`src/hw/rtl/nearest_neighbor_upscale_address_assert.svh`:
```
`ifndef NEAREST_NEIGHBOR_UPSCALE_ADDRESS_ASSERT_SVH
`define NEAREST_NEIGHBOR_UPSCALE_ADDRESS_ASSERT_SVH

// Same-cycle implication, sampled on clk, off while arst_n is low.
`define NNU_ASSERT_IMP(label, ante, cons) \
	label: assert property (@(posedge clk) disable iff (!arst_n) (ante) |-> (cons)) \
		else $error("same-cycle check failed");

// Next-cycle implication, sampled on clk, off while arst_n is low.
`define NNU_ASSERT_NXT(label, ante, cons) \
	label: assert property (@(posedge clk) disable iff (!arst_n) (ante) |=> (cons)) \
		else $error("next-cycle check failed");

`endif

```
`src/hw/rtl/nnu_pkg.sv`:
```
package nnu_pkg;

	localparam int COORD_W   = 12;
	localparam int DIM_W     = 13;
	localparam int PITCH_W   = 14;
	localparam int ADDR_W    = 32;
	localparam int CFG_IDX_W = 3;
	localparam int CFG_DAT_W = 32;

	// (2n+1) * extent and 2 * extent
	localparam int NUM_W = COORD_W + 1 + DIM_W;
	localparam int DEN_W = DIM_W + 1;
	// quotient stays below the source extent
	localparam int QUO_W = DIM_W;

	localparam int FIFO_DEPTH = 4;
	localparam int FIFO_PTR_W = 2;

	typedef enum logic [CFG_IDX_W-1:0] {
		REG_SOURCE_BASE   = 3'd0,
		REG_SOURCE_WIDTH  = 3'd1,
		REG_SOURCE_HEIGHT = 3'd2,
		REG_SOURCE_PITCH  = 3'd3,
		REG_DEST_BASE     = 3'd4,
		REG_DEST_WIDTH    = 3'd5,
		REG_DEST_HEIGHT   = 3'd6,
		REG_DEST_PITCH    = 3'd7
	} cfg_reg_t;

	typedef struct packed {
		logic [ADDR_W-1:0]  source_base;
		logic [DIM_W-1:0]   src_width;
		logic [DIM_W-1:0]   src_height;
		logic [PITCH_W-1:0] source_pitch;
		logic [ADDR_W-1:0]  dest_base;
		logic [DIM_W-1:0]   dst_width;
		logic [DIM_W-1:0]   dst_height;
		logic [PITCH_W-1:0] dest_pitch;
	} cfg_t;

	typedef struct packed {
		logic               ok;
		logic [COORD_W-1:0] x;
		logic [COORD_W-1:0] y;
	} tag_t;

	typedef struct packed {
		tag_t             tag;
		logic [NUM_W-1:0] num_x;
		logic [NUM_W-1:0] num_y;
	} item_t;

	typedef struct packed {
		logic full;
		logic empty;
	} fifo_status_t;

endpackage

```
`src/hw/rtl/nnu_front.sv`:
```
module nnu_front #(
	parameter int unsigned MAX_DIM   = 4096,
	parameter int unsigned MAX_PITCH = 8192
) (
	input  nnu_pkg::cfg_t                     cfg,
	input  logic                              req_valid,
	input  logic                              req_stall,
	input  logic [nnu_pkg::COORD_W-1:0]       dest_x,
	input  logic [nnu_pkg::COORD_W-1:0]       dest_y,
	output logic                              push,
	output nnu_pkg::item_t                    item
);

	logic                        cfg_ok;
	logic                        in_range;
	logic [nnu_pkg::DIM_W-1:0]   odd_x;
	logic [nnu_pkg::DIM_W-1:0]   odd_y;

	always_comb begin
		cfg_ok = (cfg.source_base != '0) && (cfg.dest_base != '0)
			&& (cfg.src_width != '0) && (cfg.src_height != '0)
			&& (cfg.dst_width != '0) && (cfg.dst_height != '0)
			&& (32'(cfg.src_width) <= MAX_DIM) && (32'(cfg.src_height) <= MAX_DIM)
			&& (32'(cfg.dst_width) <= MAX_DIM) && (32'(cfg.dst_height) <= MAX_DIM)
			&& (32'(cfg.source_pitch) <= MAX_PITCH) && (32'(cfg.dest_pitch) <= MAX_PITCH)
			&& ({1'b0, cfg.src_width} <= cfg.source_pitch)
			&& ({1'b0, cfg.dst_width} <= cfg.dest_pitch)
			&& (cfg.src_width <= cfg.dst_width)
			&& (cfg.src_height <= cfg.dst_height);
		in_range = ({1'b0, dest_x} < cfg.dst_width) && ({1'b0, dest_y} < cfg.dst_height);
	end

	// sample at the pixel centre: (2n+1) * source extent
	assign odd_x = {dest_x, 1'b1};
	assign odd_y = {dest_y, 1'b1};

	assign item.tag.ok = cfg_ok && in_range;
	assign item.tag.x  = dest_x;
	assign item.tag.y  = dest_y;
	assign item.num_x  = nnu_pkg::NUM_W'(odd_x) * nnu_pkg::NUM_W'(cfg.src_width);
	assign item.num_y  = nnu_pkg::NUM_W'(odd_y) * nnu_pkg::NUM_W'(cfg.src_height);

	assign push = req_valid && !req_stall;

endmodule

```
`src/hw/rtl/nnu_fifo.sv`:
```
`include "nearest_neighbor_upscale_address_assert.svh"

module nnu_fifo (
	input  logic                    clk,
	input  logic                    arst_n,
	input  logic                    push,
	input  nnu_pkg::item_t          wr_item,
	input  logic                    pop,
	output nnu_pkg::item_t          rd_item,
	output nnu_pkg::fifo_status_t   status
);

	nnu_pkg::item_t                    mem_q [0:nnu_pkg::FIFO_DEPTH-1];
	logic [nnu_pkg::FIFO_PTR_W-1:0]    wr_ptr_q;
	logic [nnu_pkg::FIFO_PTR_W-1:0]    rd_ptr_q;
	logic [nnu_pkg::FIFO_PTR_W:0]      count_q;

	always_ff @(posedge clk or negedge arst_n) begin
		if (!arst_n) begin
			wr_ptr_q <= '0;
			rd_ptr_q <= '0;
			count_q  <= '0;
		end else begin
			if (push)
				wr_ptr_q <= wr_ptr_q + 1'b1;
			if (pop)
				rd_ptr_q <= rd_ptr_q + 1'b1;
			if (push && !pop)
				count_q <= count_q + 1'b1;
			else if (pop && !push)
				count_q <= count_q - 1'b1;
		end
	end

	always_ff @(posedge clk) begin
		if (push)
			mem_q[wr_ptr_q] <= wr_item;
	end

	assign rd_item      = mem_q[rd_ptr_q];
	assign status.full  = (count_q == (nnu_pkg::FIFO_PTR_W+1)'(nnu_pkg::FIFO_DEPTH));
	assign status.empty = (count_q == '0);

	`NNU_ASSERT_IMP(a_no_overflow, push, !status.full)
	`NNU_ASSERT_IMP(a_no_underflow, pop, !status.empty)
	`NNU_ASSERT_NXT(a_drain_last, (pop && !push && count_q == (nnu_pkg::FIFO_PTR_W+1)'(1)), status.empty)

endmodule

```
`src/hw/rtl/nnu_back.sv`:
```
`include "nearest_neighbor_upscale_address_assert.svh"

module nnu_back (
	input  logic                          clk,
	input  logic                          arst_n,
	input  nnu_pkg::cfg_t                 cfg,
	input  nnu_pkg::item_t                rd_item,
	input  nnu_pkg::fifo_status_t         status,
	output logic                          pop,
	output logic                          rsp_valid,
	input  logic                          rsp_stall,
	output logic                          ok,
	output logic [nnu_pkg::COORD_W-1:0]   source_x,
	output logic [nnu_pkg::COORD_W-1:0]   source_y,
	output logic [nnu_pkg::ADDR_W-1:0]    source_address,
	output logic [nnu_pkg::ADDR_W-1:0]    dest_address
);

	localparam int QW = nnu_pkg::QUO_W;

	logic                           adv;
	logic [nnu_pkg::DEN_W-1:0]      den_x;
	logic [nnu_pkg::DEN_W-1:0]      den_y;

	logic [QW:0]                    vld_s;
	nnu_pkg::tag_t                  tag_s   [0:QW];
	logic [nnu_pkg::NUM_W-1:0]      rem_x_s [0:QW];
	logic [nnu_pkg::NUM_W-1:0]      rem_y_s [0:QW];
	logic [QW-1:0]                  quo_x_s [0:QW];
	logic [QW-1:0]                  quo_y_s [0:QW];

	logic                           vld_sc;
	nnu_pkg::tag_t                  tag_sc;
	logic [QW-1:0]                  sx_sc;
	logic [QW-1:0]                  sy_sc;

	logic                           vld_sm;
	nnu_pkg::tag_t                  tag_sm;
	logic [QW-1:0]                  sx_sm;
	logic [QW-1:0]                  sy_sm;
	logic [nnu_pkg::ADDR_W-1:0]     psrc_sm;
	logic [nnu_pkg::ADDR_W-1:0]     pdst_sm;

	logic                           rsp_valid_q;
	logic                           ok_q;
	logic [nnu_pkg::COORD_W-1:0]    source_x_q;
	logic [nnu_pkg::COORD_W-1:0]    source_y_q;
	logic [nnu_pkg::ADDR_W-1:0]     source_address_q;
	logic [nnu_pkg::ADDR_W-1:0]     dest_address_q;
	logic                           rsp_zero;

	// whole pipe moves unless the output beat is held
	assign adv   = !rsp_valid_q || !rsp_stall;
	assign pop   = adv && !status.empty;
	assign den_x = {cfg.dst_width, 1'b0};
	assign den_y = {cfg.dst_height, 1'b0};

	always_ff @(posedge clk or negedge arst_n) begin
		if (!arst_n) begin
			vld_s       <= '0;
			vld_sc      <= 1'b0;
			vld_sm      <= 1'b0;
			rsp_valid_q <= 1'b0;
		end else if (adv) begin
			vld_s       <= {vld_s[QW-1:0], !status.empty};
			vld_sc      <= vld_s[QW];
			vld_sm      <= vld_sc;
			rsp_valid_q <= vld_sm;
		end
	end

	always_ff @(posedge clk) begin
		if (adv) begin
			tag_s[0]   <= rd_item.tag;
			rem_x_s[0] <= rd_item.num_x;
			rem_y_s[0] <= rd_item.num_y;
			quo_x_s[0] <= '0;
			quo_y_s[0] <= '0;
		end
	end

	// restoring divider, one quotient bit per stage, MSB first
	for (genvar k = 0; k < QW; k++) begin : g_div
		localparam int B = QW - 1 - k;
		logic [nnu_pkg::NUM_W-1:0] shx;
		logic [nnu_pkg::NUM_W-1:0] shy;
		logic                      take_x;
		logic                      take_y;

		assign shx    = nnu_pkg::NUM_W'(den_x) << B;
		assign shy    = nnu_pkg::NUM_W'(den_y) << B;
		assign take_x = rem_x_s[k] >= shx;
		assign take_y = rem_y_s[k] >= shy;

		always_ff @(posedge clk) begin
			if (adv) begin
				tag_s[k+1]   <= tag_s[k];
				rem_x_s[k+1] <= take_x ? rem_x_s[k] - shx : rem_x_s[k];
				rem_y_s[k+1] <= take_y ? rem_y_s[k] - shy : rem_y_s[k];
				quo_x_s[k+1] <= {quo_x_s[k][QW-2:0], take_x};
				quo_y_s[k+1] <= {quo_y_s[k][QW-2:0], take_y};
			end
		end
	end

	always_ff @(posedge clk) begin
		if (adv) begin
			// clamp to the last source pixel
			tag_sc <= tag_s[QW];
			sx_sc  <= (quo_x_s[QW] >= cfg.src_width) ? cfg.src_width - 1'b1
				: quo_x_s[QW];
			sy_sc  <= (quo_y_s[QW] >= cfg.src_height) ? cfg.src_height - 1'b1
				: quo_y_s[QW];

			tag_sm  <= tag_sc;
			sx_sm   <= sx_sc;
			sy_sm   <= sy_sc;
			psrc_sm <= nnu_pkg::ADDR_W'(sy_sc) * nnu_pkg::ADDR_W'(cfg.source_pitch);
			pdst_sm <= nnu_pkg::ADDR_W'(tag_sc.y) * nnu_pkg::ADDR_W'(cfg.dest_pitch);

			ok_q <= tag_sm.ok;
			if (tag_sm.ok) begin
				source_x_q       <= sx_sm[nnu_pkg::COORD_W-1:0];
				source_y_q       <= sy_sm[nnu_pkg::COORD_W-1:0];
				source_address_q <= cfg.source_base + psrc_sm + nnu_pkg::ADDR_W'(sx_sm);
				dest_address_q   <= cfg.dest_base + pdst_sm + nnu_pkg::ADDR_W'(tag_sm.x);
			end else begin
				source_x_q       <= '0;
				source_y_q       <= '0;
				source_address_q <= '0;
				dest_address_q   <= '0;
			end
		end
	end

	assign rsp_valid      = rsp_valid_q;
	assign ok             = ok_q;
	assign source_x       = source_x_q;
	assign source_y       = source_y_q;
	assign source_address = source_address_q;
	assign dest_address   = dest_address_q;

	assign rsp_zero = (source_address_q == '0) && (dest_address_q == '0)
		&& (source_x_q == '0) && (source_y_q == '0);

	`NNU_ASSERT_IMP(a_refused_zero, (rsp_valid_q && !ok_q), rsp_zero)
	`NNU_ASSERT_IMP(a_sx_in_source, (rsp_valid_q && ok_q), ({1'b0, source_x_q} < cfg.src_width))
	`NNU_ASSERT_NXT(a_ok_reaches_out, (adv && vld_sm && tag_sm.ok), (rsp_valid_q && ok_q))

endmodule

```
`src/hw/rtl/nearest_neighbor_upscale_address.sv`:
```
// Pipeline: a beat accepted on the request side passes the queue, the load stage,
// 13 divider stages, clamp, multiply and address add before it shows as a result;
// a stall on the result side holds every stage in place.
// Throughput: one beat per cycle unless the result side stalls; the 13-stage one-bit-per-stage divider sets latency.
// Reset: arst_n clears the queue and all valid flags at once; registers return
// to bases 0, extents 1, pitches 1.
module nearest_neighbor_upscale_address #(
	parameter int unsigned MAX_DIM   = 4096,
	parameter int unsigned MAX_PITCH = 8192
) (
	input  logic                              clk,
	input  logic                              arst_n,
	input  logic                              cfg_wr_en,
	input  logic [nnu_pkg::CFG_IDX_W-1:0]     cfg_index,
	input  logic [nnu_pkg::CFG_DAT_W-1:0]     cfg_data,
	input  logic                              req_valid,
	output logic                              req_stall,
	input  logic [nnu_pkg::COORD_W-1:0]       dest_x,
	input  logic [nnu_pkg::COORD_W-1:0]       dest_y,
	output logic                              rsp_valid,
	input  logic                              rsp_stall,
	output logic                              ok,
	output logic [nnu_pkg::COORD_W-1:0]       source_x,
	output logic [nnu_pkg::COORD_W-1:0]       source_y,
	output logic [nnu_pkg::ADDR_W-1:0]        source_address,
	output logic [nnu_pkg::ADDR_W-1:0]        dest_address
);

	nnu_pkg::cfg_t            cfg_q;
	nnu_pkg::item_t           wr_item;
	nnu_pkg::item_t           rd_item;
	nnu_pkg::fifo_status_t    status;
	logic                     push;
	logic                     pop;

	always_ff @(posedge clk or negedge arst_n) begin
		if (!arst_n) begin
			cfg_q.source_base  <= '0;
			cfg_q.src_width    <= nnu_pkg::DIM_W'(1);
			cfg_q.src_height   <= nnu_pkg::DIM_W'(1);
			cfg_q.source_pitch <= nnu_pkg::PITCH_W'(1);
			cfg_q.dest_base    <= '0;
			cfg_q.dst_width    <= nnu_pkg::DIM_W'(1);
			cfg_q.dst_height   <= nnu_pkg::DIM_W'(1);
			cfg_q.dest_pitch   <= nnu_pkg::PITCH_W'(1);
		end else if (cfg_wr_en) begin
			case (nnu_pkg::cfg_reg_t'(cfg_index))
				nnu_pkg::REG_SOURCE_BASE:   cfg_q.source_base  <= cfg_data;
				nnu_pkg::REG_SOURCE_WIDTH:  cfg_q.src_width    <= cfg_data[nnu_pkg::DIM_W-1:0];
				nnu_pkg::REG_SOURCE_HEIGHT: cfg_q.src_height   <= cfg_data[nnu_pkg::DIM_W-1:0];
				nnu_pkg::REG_SOURCE_PITCH:  cfg_q.source_pitch <= cfg_data[nnu_pkg::PITCH_W-1:0];
				nnu_pkg::REG_DEST_BASE:     cfg_q.dest_base    <= cfg_data;
				nnu_pkg::REG_DEST_WIDTH:    cfg_q.dst_width    <= cfg_data[nnu_pkg::DIM_W-1:0];
				nnu_pkg::REG_DEST_HEIGHT:   cfg_q.dst_height   <= cfg_data[nnu_pkg::DIM_W-1:0];
				nnu_pkg::REG_DEST_PITCH:    cfg_q.dest_pitch   <= cfg_data[nnu_pkg::PITCH_W-1:0];
				default: ;
			endcase
		end
	end

	assign req_stall = status.full;

	nnu_front #(
		.MAX_DIM   (MAX_DIM),
		.MAX_PITCH (MAX_PITCH)
	) u_front (
		.cfg       (cfg_q),
		.req_valid (req_valid),
		.req_stall (req_stall),
		.dest_x    (dest_x),
		.dest_y    (dest_y),
		.push      (push),
		.item      (wr_item)
	);

	nnu_fifo u_fifo (
		.clk     (clk),
		.arst_n  (arst_n),
		.push    (push),
		.wr_item (wr_item),
		.pop     (pop),
		.rd_item (rd_item),
		.status  (status)
	);

	nnu_back u_back (
		.clk            (clk),
		.arst_n         (arst_n),
		.cfg            (cfg_q),
		.rd_item        (rd_item),
		.status         (status),
		.pop            (pop),
		.rsp_valid      (rsp_valid),
		.rsp_stall      (rsp_stall),
		.ok             (ok),
		.source_x       (source_x),
		.source_y       (source_y),
		.source_address (source_address),
		.dest_address   (dest_address)
	);

endmodule

```
`config.mk`:
```
export PLATFORM = sky130hd
export DESIGN_NAME = nearest_neighbor_upscale_address
export DESIGN_NICKNAME = d
export VERILOG_FILES = /design/src/hw/rtl/nnu_pkg.sv /design/src/hw/rtl/nnu_front.sv /design/src/hw/rtl/nnu_fifo.sv /design/src/hw/rtl/nnu_back.sv /design/src/hw/rtl/nearest_neighbor_upscale_address.sv
export VERILOG_INCLUDE_DIRS = /design/src /design/src/hw/rtl
export SDC_FILE = /design/constraint.sdc
export NUM_CORES = 2
export LEC_CHECK = 0
export BUFFER_PORTS_ARGS = -buffer_cell sky130_fd_sc_hd__buf_2
export CORE_MARGIN = 5
export CORE_UTILIZATION = 38
export DETAILED_ROUTE_END_ITERATION = 8
export GPL_ROUTABILITY_DRIVEN = 0
export PLACE_DENSITY_LB_ADDON = 0.3
export RECOVER_POWER = 100
export SLEW_MARGIN = 20
export SYNTH_ARGS = -nofsm -noshare
export SYNTH_HDL_FRONTEND = slang
export SYNTH_SLANG_ARGS = --single-unit
```
`constraint.sdc`:
```
create_clock -name clk -period 64.4 [get_ports clk]
set_clock_uncertainty 0.2 [all_clocks]
set_input_delay 9.66 -clock clk [delete_from_list [all_inputs] [get_ports clk]]
set_output_delay 9.66 -clock clk [all_outputs]
set_load 0.1 [all_outputs]
```
==> metrics.cfg <==
[hold_path]
whs_endpoint=u_back.tag_s[13][21]
hold-path-cell-count=0
min_from=u_back.tag_s[12][21]
hp-class=flop to flop

[timing]
min_period_over_period_pct=44.28
fmax_mhz=35.07
hold_violations=0
fin_crit_ns=28.51
setup_viol=0
rsz0062_at_grt=no
slew_violations=2339
slew_headroom_pct=-541.6
worst_pin_slew_ns=9.623
finalSetupTns_ns=0

[cts]
ctsHoldBuffers=0
cts_sinks=1915
post_cts_buffers=0
cts_buffer_depth=4
htree_levels=4
numCtsBuffers=204
root_buffer=clkbuf_16
clkTransAtPathRegs_ns=0.06
cts_tree=done
ctsResizeCount=0
clk-insertion-delay-late_ns=0.87

[run_status]
status=finished with violations
violations=capacitance limit, slew limit

[logic_synthesis]
async_reset_ff_share_pct=8.773
synth_nets=10263
ys_ff_latch=1915
synth_area_sq_um=110700
syn_avg_cell_area_sq_um=12.50
ys_seq_area_share_pct=51.22
ys_types=85
syn_inst=8849
synth-edff-count=1747
synth_flop_cell=edfxtp_1
synth_warnings=0

[setup_path]
critPathLaunchType=primary input
reg2reg_depth=6
rr_endpoint=u_back.rem_x_s[1][100]
cp_max_fo=144
crit_type=primary input to flop
cp.required_ns=64.52
r2r_slack_ns=44.38
cp-startpoint=rsp_stall
arrival_ns=28.64
r2r_start=u_back.rsp_valid
endpoint_kind=flop

[global_routing]
grt-ovfl-total=0
grt_usage_pct=17.43
grt_max_degree=193
grt_pass1_wl_um=413000
grt_pass1_vias=70480
antenna_found_initial=19

[drt]
routed_wl_um=265100
ant_nets=0
avgRoutedWirePerCell_um=20.15
drc=0
via_count=68472
via_per_inst=5.204
drt_first_iter_violations=5303
dr.pass1.iters=6

[place]
dp_cells=12786
place.port_buffers=154
dp_hpwl_um=192600
dpl-instance-area_sq_um=116400

[floorplanning]
coreArea_sq_um=290300
die_area_sq_um=302100
num_rows=198
initial_utilization_pct=38.11
die_h_um=549.6
die_w_um=549.6
io_pins=155

[finish]
design_area_sq_um=122400
layout-drive-gt1-share_pct=8.011
layout_commonest_cell=edfxtp_1
multi_input_area_sq_um=49570
stdcell_count=13158
fill_cells=26664
mostFrequentLayoutCells=edfxtp_1 (1747), inv_1 (946), ha_1 (804)
regArea_sq_um=56680
area_growth_pct=10.66
final_nets=10506

[job]
maxCapViolCount=41

## critical path: stages
cell	delay, ns
buf_2	0.10
nand2_1	2.09
clkbuf_1	2.41
clkbuf_1	2.66
clkbuf_1	2.36
clkbuf_1	5.33
clkbuf_1	3.52
## flip-flops by register name (all words and copies together) (netlist names), 32 cells and up
register,cells
cfg_q,144
u_back.dest_address,32
u_back.quo_x_s,91
u_back.quo_y_s,91
u_back.rem_x_s,338
u_back.rem_y_s,338
u_back.source_address,32
u_back.tag_s,350
u_fifo.mem_q,308
## through the flow
step	setup WS (ns)	util, %	hold slack (ns)
after floorplan	10.31	-	0.2003
after global placement	48.75	40.08	0.2004
after detailed placement	48.74	40.08	0.2045
after CTS	49.60	42.33	0.1796
after global routing	33.86	42.16	0.1941
final	35.89	42.17	0.1778
## cells in the mapped netlist, types with 78 or more instances
cell | number | area share [%]
ha_1 | 804 | 9.1
nand2b_1 | 86 | 0.49
inv_1 | 948 | 3.2
nor3_1 | 144 | 0.65
nand4_1 | 78 | 0.44
nor4_1 | 94 | 0.53
edfxtp_1 | 1747 | 47
nand2_1 | 738 | 2.5
a21oi_1 | 349 | 1.6
nor2b_1 | 85 | 0.48
dfrtp_1 | 162 | 3.7
clkbuf_1 | 200 | 0.68
xnor2_1 | 281 | 2.2
o21ai_0 | 343 | 1.6
a21o_1 | 135 | 0.92
and2_1 | 359 | 2.0
mux2_2 | 242 | 2.5
fa_1 | 546 | 9.9
nand3_1 | 92 | 0.42
nor2_1 | 406 | 1.4
xor2_1 | 205 | 1.6
## per-layer routing
| layer | up-vias | wire [um] | global-route usage [%] |
|---|---|---|---|
| met5 | - | 21 | 0 |
| met4 | 4 | 7692 | 5.055 |
| met3 | 438 | 16470 | 2.765 |
| met2 | 1954 | 125700 | 29.11 |
| met1 | 34152 | 115200 | 23.50 |
| li1 | 31924 | - | - |
## layout make-up
cell class,instances,share of cell area [%]
diodes,8,0.01635
clock buffers,247,4.392
clock inverters,117,0.9401
inverters,951,2.917
multi-input cells,5763,40.48
flip-flops and latches,1915,46.29
well taps,3900,3.985
repair buffers,257,0.9790
## worst max path at each step
| stage | end | slack (ns) |
|---|---|---|
| after floorplan | u_back.vld_s[10] | 10.31 |
| after global placement | u_fifo.mem_q[0][51] | 48.75 |
| after detailed placement | u_fifo.mem_q[0][51] | 48.74 |
| after CTS | u_fifo.mem_q[0][51] | 49.60 |
| after global routing | u_back.rem_x_s[1][118] | 33.86 |
| final | u_back.rem_x_s[1][100] | 35.89 |
## cell families after synthesis
family                     after synthesis  share of synthesized area, %
AOI/OAI and AO/OA                     1253                         7.098
xor gates and xnor gates               486                         3.847
adders and majority gates             1350                         18.97
buffers and inverters                 1171                         3.989
DFF                                   1915                         51.22
muxes                                  357                         4.378
and+or+nand+nor                       2317                         10.50
Power is not shown: default switching activity piles up to over one toggle a cycle in this logic, so the estimate is an artifact.
